==> config.mk <==
export PLATFORM = sky130hd
export DESIGN_NAME = gif_tag_packet_unpacker_unit
export DESIGN_NICKNAME = d
export VERILOG_FILES = /design/src/hdl/gtpu_pkg.sv /design/src/hdl/gtpu_decode.sv /design/src/hdl/gif_tag_packet_unpacker_unit.sv
export SDC_FILE = /design/constraint.sdc
export NUM_CORES = 1
export LEC_CHECK = 0
export BUFFER_PORTS_ARGS = -buffer_cell sky130_fd_sc_hd__buf_2
export CORE_MARGIN = 3
export CORE_UTILIZATION = 40
export CTS_CLUSTER_DIAMETER = 120
export CTS_CLUSTER_SIZE = 28
export DETAILED_ROUTE_END_ITERATION = 7
export GPL_ROUTABILITY_DRIVEN = 0
export SKIP_LAST_GASP = 1
export SLEW_MARGIN = 20
export SYNTH_ARGS = -nofsm -noshare
export SYNTH_HDL_FRONTEND = slang
export SYNTH_SLANG_ARGS = --single-unit
==> constraint.sdc <==
create_clock -name clk -period 13.26 [get_ports clk]
set_clock_uncertainty 0.1 [all_clocks]
set_input_delay 1.326 -clock clk [delete_from_list [all_inputs] [get_ports clk]]
set_output_delay 1.326 -clock clk [all_outputs]
set_load 0.005 [all_outputs]
==> src/hdl/gtpu_pkg.sv <==
`timescale 1ns / 1ps

package gtpu_pkg;

  localparam int MAX_REGS = 16;

  // result queue
  localparam int Q_DEPTH = 4;
  localparam int Q_PTR_W = 2;
  localparam int Q_CNT_W = 3;

  // result kinds
  localparam logic [2:0] KIND_REGW   = 3'd0;
  localparam logic [2:0] KIND_VERT   = 3'd1;
  localparam logic [2:0] KIND_IMG    = 3'd2;
  localparam logic [2:0] KIND_BADREG = 3'd3;
  localparam logic [2:0] KIND_BADFMT = 3'd4;

  // tag data formats
  localparam logic [1:0] MODE_PACKED  = 2'd0;
  localparam logic [1:0] MODE_REGLIST = 2'd1;

  // packed register codes
  localparam logic [3:0] CODE_PRIM  = 4'h0;
  localparam logic [3:0] CODE_RGBAQ = 4'h1;
  localparam logic [3:0] CODE_XYZ2  = 4'h4;
  localparam logic [3:0] CODE_AD    = 4'hE;

  // register addresses
  localparam logic [6:0] ADDR_PRIM  = 7'h00;
  localparam logic [6:0] ADDR_RGBAQ = 7'h01;

  typedef struct packed {
    logic [2:0]  kind;
    logic [6:0]  reg_addr;
    logic [63:0] data;
    logic [15:0] vert_x;
    logic [15:0] vert_y;
    logic [23:0] vert_z;
    logic        last;
  } result_t;

  typedef struct packed {
    logic        tag_held;
    logic [14:0] loop_count;
    logic [14:0] loops_left;
    logic [1:0]  data_mode;
    logic [4:0]  reg_count;
    logic [4:0]  reg_index;
  } tag_state_t;

endpackage

==> src/hdl/gtpu_decode.sv <==
`timescale 1ns / 1ps

// one qword against the held tag state: next state and up to two results
module gtpu_decode (
  input  gtpu_pkg::tag_state_t st,
  input  logic [3:0]           code,
  input  logic [63:0]          qword_lo,
  input  logic [63:0]          qword_hi,
  output gtpu_pkg::tag_state_t st_nxt,
  output logic                 codes_load,
  output logic [1:0]           res_cnt,
  output gtpu_pkg::result_t    res0,
  output gtpu_pkg::result_t    res1
);

  logic [4:0]  tag_cnt_raw;
  logic [4:0]  tag_cnt;
  logic [14:0] tag_loops;
  logic [14:0] loops_dec;
  logic [3:0]  code_eff;
  logic        held;

  assign tag_loops   = qword_lo[14:0];
  assign tag_cnt_raw = (qword_lo[63:60] == 4'd0) ? 5'd16 : {1'b0, qword_lo[63:60]};
  assign tag_cnt     = (tag_cnt_raw > 5'(gtpu_pkg::MAX_REGS)) ?
                       5'(gtpu_pkg::MAX_REGS) : tag_cnt_raw;
  assign loops_dec   = st.loops_left - 15'd1;
  assign code_eff    = (st.reg_index < st.reg_count) ? code : gtpu_pkg::CODE_PRIM;

  always_comb begin
    st_nxt     = st;
    codes_load = 1'b0;
    res_cnt    = 2'd0;
    res0       = '0;
    res1       = '0;
    held       = st.tag_held;

    // packed block done: release the tag and parse this qword as a new one
    if (st.data_mode == gtpu_pkg::MODE_PACKED && st.reg_index == st.reg_count) begin
      held = 1'b0;
    end
    st_nxt.tag_held = held;

    if (!held) begin
      st_nxt.loop_count = tag_loops;
      st_nxt.tag_held   = (tag_loops != 15'd0);
      if (tag_loops != 15'd0) begin
        st_nxt.loops_left = tag_loops;
        st_nxt.data_mode  = qword_lo[59:58];
        st_nxt.reg_count  = tag_cnt;
        st_nxt.reg_index  = 5'd0;
        codes_load        = 1'b1;
        if (qword_lo[46]) begin
          res_cnt       = 2'd1;
          res0.kind     = gtpu_pkg::KIND_REGW;
          res0.reg_addr = gtpu_pkg::ADDR_PRIM;
          res0.data     = {53'd0, qword_lo[57:47]};
        end
      end
    end else if (st.data_mode == gtpu_pkg::MODE_PACKED) begin
      res_cnt = 2'd1;
      case (code_eff)
        gtpu_pkg::CODE_PRIM: begin
          res0.kind     = gtpu_pkg::KIND_REGW;
          res0.reg_addr = gtpu_pkg::ADDR_PRIM;
          res0.data     = {53'd0, qword_lo[10:0]};
        end
        gtpu_pkg::CODE_RGBAQ: begin
          res0.kind     = gtpu_pkg::KIND_REGW;
          res0.reg_addr = gtpu_pkg::ADDR_RGBAQ;
          res0.data     = qword_lo;
        end
        gtpu_pkg::CODE_XYZ2: begin
          res0.kind   = gtpu_pkg::KIND_VERT;
          res0.vert_x = qword_lo[15:0];
          res0.vert_y = qword_lo[47:32];
          res0.vert_z = qword_hi[27:4];
        end
        gtpu_pkg::CODE_AD: begin
          res0.kind     = gtpu_pkg::KIND_REGW;
          res0.reg_addr = qword_hi[6:0];
          res0.data     = qword_lo;
        end
        default: begin
          res0.kind = gtpu_pkg::KIND_BADREG;
          res0.data = {60'd0, code_eff};
        end
      endcase
      // register-major: each code repeats loop_count times
      if (loops_dec == 15'd0) begin
        st_nxt.loops_left = st.loop_count;
        st_nxt.reg_index  = st.reg_index + 5'd1;
      end else begin
        st_nxt.loops_left = loops_dec;
      end
    end else if (st.data_mode == gtpu_pkg::MODE_REGLIST) begin
      res_cnt         = 2'd1;
      res0.kind       = gtpu_pkg::KIND_BADFMT;
      res0.data       = {62'd0, st.data_mode};
      st_nxt.tag_held = 1'b0;
    end else begin
      res_cnt   = 2'd2;
      res0.kind = gtpu_pkg::KIND_IMG;
      res0.data = qword_lo;
      res1.kind = gtpu_pkg::KIND_IMG;
      res1.data = qword_hi;
      if (st.loops_left == 15'd1) begin
        st_nxt.tag_held = 1'b0;
      end
      st_nxt.loops_left = loops_dec;
    end

    if (res_cnt == 2'd1) begin
      res0.last = 1'b1;
    end
    if (res_cnt == 2'd2) begin
      res1.last = 1'b1;
    end
  end

endmodule

==> src/hdl/gif_tag_packet_unpacker_unit.sv <==
`timescale 1ns / 1ps

// channel   dir  handshake             payload
// in_       in   in_valid / in_ready   in_qword_lo, in_qword_hi
// out_      out  out_valid / out_ready out_kind, out_reg_addr, out_data,
//                                      out_vert_x, out_vert_y, out_vert_z, out_last
//
// a request is decoded in the cycle it is accepted; its results land in a
// four-entry result queue and leave one per cycle while out_ready is high
// tag, packed and bad-format requests give at most one result, so they are
// taken one per cycle while out_ready is high; image requests give two
// results; their rate is set by the single result port draining the queue
// in_ready is high while the queue has room for two results, so it never
// depends on out_ready in the same cycle
// rst_n (synchronous) empties the queue and drops any held tag

module gif_tag_packet_unpacker_unit (
  input  logic        clk,
  input  logic        rst_n,
  input  logic        in_valid,
  output logic        in_ready,
  input  logic [63:0] in_qword_lo,
  input  logic [63:0] in_qword_hi,
  output logic        out_valid,
  input  logic        out_ready,
  output logic [2:0]  out_kind,
  output logic [6:0]  out_reg_addr,
  output logic [63:0] out_data,
  output logic [15:0] out_vert_x,
  output logic [15:0] out_vert_y,
  output logic [23:0] out_vert_z,
  output logic        out_last
);

  // held tag state
  gtpu_pkg::tag_state_t st_r;
  gtpu_pkg::tag_state_t st_nxt;
  logic [3:0]           reg_codes_r [gtpu_pkg::MAX_REGS];
  logic [3:0]           code_cur;

  // decoder outputs
  logic                 codes_load;
  logic [1:0]           res_cnt;
  gtpu_pkg::result_t    res0;
  gtpu_pkg::result_t    res1;

  // result queue
  gtpu_pkg::result_t            q_r [gtpu_pkg::Q_DEPTH];
  logic [gtpu_pkg::Q_PTR_W-1:0] head_r;
  logic [gtpu_pkg::Q_PTR_W-1:0] head_nxt;
  logic [gtpu_pkg::Q_PTR_W-1:0] tail_r;
  logic [gtpu_pkg::Q_PTR_W-1:0] tail_nxt;
  logic [gtpu_pkg::Q_CNT_W-1:0] cnt_r;
  logic [gtpu_pkg::Q_CNT_W-1:0] cnt_nxt;
  logic [gtpu_pkg::Q_CNT_W-1:0] push_cnt;
  logic                         in_acc;
  logic                         out_acc;
  gtpu_pkg::result_t            head_res;

  // current register code, only meaningful while reg_index < reg_count
  assign code_cur = reg_codes_r[st_r.reg_index[3:0]];

  gtpu_decode u_decode (
    .st         (st_r),
    .code       (code_cur),
    .qword_lo   (in_qword_lo),
    .qword_hi   (in_qword_hi),
    .st_nxt     (st_nxt),
    .codes_load (codes_load),
    .res_cnt    (res_cnt),
    .res0       (res0),
    .res1       (res1)
  );

  // room for a two-result request
  assign in_ready = (cnt_r <= gtpu_pkg::Q_CNT_W'(gtpu_pkg::Q_DEPTH - 2));
  assign in_acc   = in_valid && in_ready;
  assign out_acc  = out_valid && out_ready;
  assign push_cnt = in_acc ? {1'b0, res_cnt} : '0;

  assign head_nxt = out_acc ? head_r + 1'b1 : head_r;
  assign tail_nxt = tail_r + push_cnt[gtpu_pkg::Q_PTR_W-1:0];
  assign cnt_nxt  = cnt_r + push_cnt - {{(gtpu_pkg::Q_CNT_W-1){1'b0}}, out_acc};

  always_ff @(posedge clk) begin
    if (!rst_n) begin
      st_r   <= '0;
      head_r <= '0;
      tail_r <= '0;
      cnt_r  <= '0;
    end else begin
      if (in_acc) begin
        st_r <= st_nxt;
      end
      head_r <= head_nxt;
      tail_r <= tail_nxt;
      cnt_r  <= cnt_nxt;
    end
  end

  // register codes: written only by a tag, for indices below its count
  always_ff @(posedge clk) begin
    for (int i = 0; i < gtpu_pkg::MAX_REGS; i++) begin
      if (in_acc && codes_load && (5'(i) < st_nxt.reg_count)) begin
        reg_codes_r[i] <= in_qword_hi[4*i +: 4];
      end
    end
  end

  // queue payload, first result at tail, second right behind it
  always_ff @(posedge clk) begin
    if (in_acc && res_cnt != 2'd0) begin
      q_r[tail_r] <= res0;
    end
    if (in_acc && res_cnt == 2'd2) begin
      q_r[tail_r + 1'b1] <= res1;
    end
  end

  assign head_res     = q_r[head_r];
  assign out_valid    = (cnt_r != '0);
  assign out_kind     = head_res.kind;
  assign out_reg_addr = head_res.reg_addr;
  assign out_data     = head_res.data;
  assign out_vert_x   = head_res.vert_x;
  assign out_vert_y   = head_res.vert_y;
  assign out_vert_z   = head_res.vert_z;
  assign out_last     = head_res.last;

endmodule

=== After elaboration in Yosys (flattened, before gate mapping) ===
Memory sizes are Yosys's and may differ from the RTL's. A register that Yosys moved wholly into a read port is not among the register bits.
Cells that the tools add are included.
W data, S select, Z words.

* Memories: 2
* Bits in registers: 50
* RAM bits: 588
* Output and inout port bits: 133
* Word-level logic and storage cells: 172
* Input port bits: 132

* Add/subtract/negate cells: 7
* Bitwise operators: 1
* Equal/unequal tests: 11
* Magnitude comparators: 19
* Reductions and logical operators: 36
* Mux-type cells: 87

{| class="wikitable"
|+ Memory list
! memory !! depth !! bits a word !! read ports !! clocked after Yosys merged registers in !! wr ports !! line !! text
|-
| q_r || 4 || 131 || 1 || 1 || 2 || gif_tag_packet_unpacker_unit.sv:48 || <nowiki>gtpu_pkg::result_t q_r [gtpu_pkg::Q_DEPTH];</nowiki>
|-
| reg_codes_r || 16 || 4 || 1 || 1 || 16 || gif_tag_packet_unpacker_unit.sv:38 || <nowiki>logic [3:0] reg_codes_r [gtpu_pkg::MAX_REGS];</nowiki>
|}

{| class="wikitable"
|+ Operators by type and width
! cell !! number
|-
| $mux W64 || 5
|-
| $pmux W64 S3 || 1
|-
| $mux W56 || 3
|-
| $mux W74 || 2
|-
| $mux W15 || 4
|-
| $mux W1 || 46
|-
| $lt A4 B5 Y1 const A || 8
|-
| $mux W5 || 6
|-
| $mux W27 || 1
|-
| $logic_and A1 B1 Y1 || 22
|-
| $lt A3 B5 Y1 const A || 4
|-
| $mux W2 || 8
|-
| $eq A15 B1 Y1 const B || 1
|-
| $logic_not A15 Y1 || 1
|-
| $reduce_bool A15 Y1 || 1
|-
| $sub A15 B1 Y15 const B || 1
|-
| $pmux W7 S2 || 1
|-
| $mux W3 || 4
|-
| $mux W4 || 3
|-
| $mux W11 || 1
|-
| $lt A1 B5 Y1 const A || 2
|-
| $lt A2 B5 Y1 const A || 2
|-
| $logic_not A4 Y1 || 2
|-
| $mux W7 || 1
|-
| 26 further kinds || 31
|}

=== Depth between registers and ports, before layout ===
* Depth after elaboration: 10
* Depth in mapped cells: 14
* Mapped depth without buffers: 13

=== Modules after synthesis ===
From an unflattened synthesis, not the netlist that was laid out.

* Cell total of the unflattened synthesis: 2261
* Area total of the unflattened synthesis: 33612.2 um^2

{| class="wikitable"
|+ Modules (own cells, without submodules)
! module !! cells each !! area each (um^2) !! sequential area each (um^2) !! instances
|-
| gif_tag_packet_unpacker_unit || 1663 || 29951.2 || 18778.0 || 1
|-
| gtpu_decode || 598 || 3661.0 || 0.0 || 1
|}

=== Worst setup path after synthesis ===
No wires, ideal clock.

* Kind: input to register
* From: input port in_qword_lo[14]
* To: memory q_r[0][0] in the netlist's numbering (enable)
* Path buffers: 5
* Data required time: 12454 ps
* Arrival time: 4280 ps
* Stages: 11
* Library setup time: 706 ps
* Setup slack: 8174 ps
* Cells stage by stage: clkbuf_1 -> nor4_1 -> nand4_1 -> nand2_1 -> a21o_1 -> or3_1 -> buf_2 -> buf_2 -> buf_2 -> buf_2 -> nand2_1

{| class="wikitable"
|+ RTL lines
! element !! line !! text
|-
| start: declaration || gif_tag_packet_unpacker_unit.sv:22 || <nowiki>input logic [63:0] in_qword_lo,</nowiki>
|-
| end: declaration || gif_tag_packet_unpacker_unit.sv:48 ||
|}

==> run summary <==
status - completed
worst slack, placed - 7620 ps
Syn Std Cell Area - 28800 sq um
Final #Nets - 2820
layout cell share with drive strength beyond 1 - 20.0%
crit-path most repeated cell - buf_4
Syn Inst Count - 2580
Max transition margin - 21.5%
Final WS setup - 8200 ps
Initial DRT Pass Iterations - 7
core region area - 70600 sq um
Syn Area/Cell - 11.1 sq um
die area - 75100 sq um
Rows - 97
RSZ-0062 raised after global routing - no
Final Max Tran Viols - 0
filler instances - 6549
clock-pin transition on the worst setup and hold timing paths - 110 ps
Post-DRT Antenna Nets - 0
crit-path cells - buf_2 -> nor4_1 -> nand4_1 -> nand2_1 -> a21oi_1 -> nand2_4 -> buf_4 -> buf_4 -> nor2_2 -> a221o_1
Pleak - 10.1 nW
H-Tree Depth - 1
CTS Buf Count - 26
number of max-cap violations - 0
Critical Path Max Stage Delay - 970 ps
f_max - 198 MHz
drt initial violations - 3070
PD cells - 137 nW/um^2
first-pass GRT wire length - 142000 microns
Routed WL per cell - 27.0 microns
post-cts resize count - 0
initial core utilization - 40.7%
Cell variety after synth - 66
post-synth top area share - 34.3%
root buffer cell - clkbuf_16
post-CTS setup buffer count - 0
Hold WC Path Type - flop to flop
Clk Latency, worst-skew pair - 630 ps
reg2reg path depth - 9
Synth Flop Type - edfxtp_1
critical path's slowest cell - buf_4
routed vias - 22.7k
maximum VDD drop - 0.0951 mV
CP Max Fanout - 106
area grow syn2layout - 9.47%
hold path depth - 2
Hold Slack - 374 ps
die width - 274 microns
Via density - 6.25
total power - 4.31 mW
input/output buffers - 264
EDFF count, synth - 328
post-detail-place hpwl - 63000 microns
Area contributors post-synth - edfxtp_1 34%, dfxtp_1 22%, mux4_2 11%, o21ai_0 5.6%, nand3_1 5.1%
Post-Syn Nets - 2726
Crit. End Element - flop
wirelength, routed - 98100 microns
DR DRC count - 0
number of global-route vias before repair - 21.6k
Syn. warnings - 0
CP required - 13540 ps
TritonCTS clock tree - yes
register area share after synthesis - 56.3%
CTS sink cnt - 644
total negative slack - 0 ps
Async S/R FF share, synth - 0%
setup violators final - 0
minimum clock period after layout - 5060 ps
hold_buf cts - 0
Crit Path Category - primary input to flop
pin count of the biggest net entering global routing - 175
Overall Global Routing Usage - 25.2%
CP Data Arrival Time - 5340 ps
crit path launch type - primary input
I/O pins - 265
most area-hungry cell type in the Yosys netlist - edfxtp_1
initial antenna violation count - 11
Hold Vio Cnt, Final - 0
GRT Residual Overflow - 0
Max clock buf depth - 3
Tcrit/Tclk final - 38.1%
FF+latch count, synth - 644
worst-margin pin slew - 1180 ps
chip height - 274 microns
flip-flops by register name, indices dropped and copies added, names as in the netlist, named ones only:
name	flops
reg_codes_r	64
head_r	2
tail_r	2
cnt_r	3
q_r	524
st_r	43
final timing paths:
check,endpoint,from,slack (ps)
max,q_r[2][66]$_DFFE_PP_,in_qword_lo[6],8200
min,q_r[1][45]$_SDFFE_PP0P_,q_r[1][45]$_SDFFE_PP0P_,370
max reg2reg,q_r[2][66]$_DFFE_PP_,st_r[11]$_SDFFE_PN0P_,8600
min reg2reg,q_r[1][45]$_SDFFE_PP0P_,q_r[1][45]$_SDFFE_PP0P_,370
placed cells by master, fill, tap and decap left out, types with 22 or more instances in the layout:
| cell type | instances |
|---|---|
| a21boi_0 | 23 |
| a21oi_1 | 27 |
| a221o_1 | 32 |
| a32oi_1 | 24 |
| buf_2 | 264 |
| buf_4 | 34 |
| clkbuf_16 | 26 |
| dfxtp_1 | 314 |
| edfxtp_1 | 328 |
| inv_1 | 22 |
| mux4_2 | 146 |
| nand2_1 | 317 |
| nand3_1 | 292 |
| nor2_1 | 63 |
| o21ai_0 | 319 |
| o21ai_1 | 142 |
| o21ai_2 | 29 |
| o22ai_1 | 43 |
metrics by stage:
stage | util, % | cells | cell area (sq um)
after global placement | 43.5 | 3586 | 30700
after global routing | 44.5 | 3633 | 31500
after CTS | 44.5 | 3630 | 31400
after floorplan | - | 2580 | 28800
after detailed placement | 43.5 | 3586 | 30700
final | 44.6 | 3640 | 31500
cells in the mapped netlist (13+ instances only):
master and count:
a21boi_0 23, a21oi_1 27, a221o_1 32, a31oi_1 15, a32oi_1 24, and2_1 19, buf_1 28, buf_2 20
clkbuf_1 171, dfxtp_1 316, edfxtp_1 328, ha_1 13, inv_1 22, mux4_2 146, nand2_1 325, nand3_1 294
nor2_1 66, o21ai_0 319, o21ai_1 142, o21ai_2 29, o221ai_1 16, o22ai_1 43
routing by layer:
| layer | global-route usage, % | part of all wire, % |
|---|---|---|
| met3 | 4.59 | 9.7 |
| met1 | 35.4 | 41 |
| met5 | 0 | 0.032 |
| met4 | 7.78 | 2.9 |
| met2 | 39.9 | 46 |
critical path, delay by kind of cell:
family / cells / cell delay (ps)
simple gates: 5 / 1390
buf+inv: 3 / 1980
compound gates: 2 / 600
layout make-up:
cell class              count  area, sq um  share of cell area, %
flip-flops and latches    644        16200                   51.4
multi-input cells        1679        11700                   37.1
repair buffers            299         1600                   5.07
clock inverters             1         16.3                 0.0517
clock buffers              43          714                   2.27
diodes                     10         25.0                 0.0795
inverters                  24         90.1                  0.286
well taps                 940         1180                   3.74
kinds of logic (layout without fill, tap and decap cells):
family / count (synthesis) / after routing / synth area share, %
fa+ha+maj: 14 / 14 / 0.635
mux: 155 / 155 / 11.8
simple gates: 774 / 774 / 12.2
flops: 644 / 644 / 56.3
compound gates: 715 / 715 / 14.9
xor+xnor: 21 / 21 / 0.640
buf+inv: 257 / 367 / 3.61
other cells: 0 / 10 / 0
where the power goes:
part	switching, mW	internal (mW)
Clock	0.619	0.375
Combinational	0.621	0.384
Sequential	0.0904	2.22
Total	1.33	2.98
(Power assumes the default switching activity.)
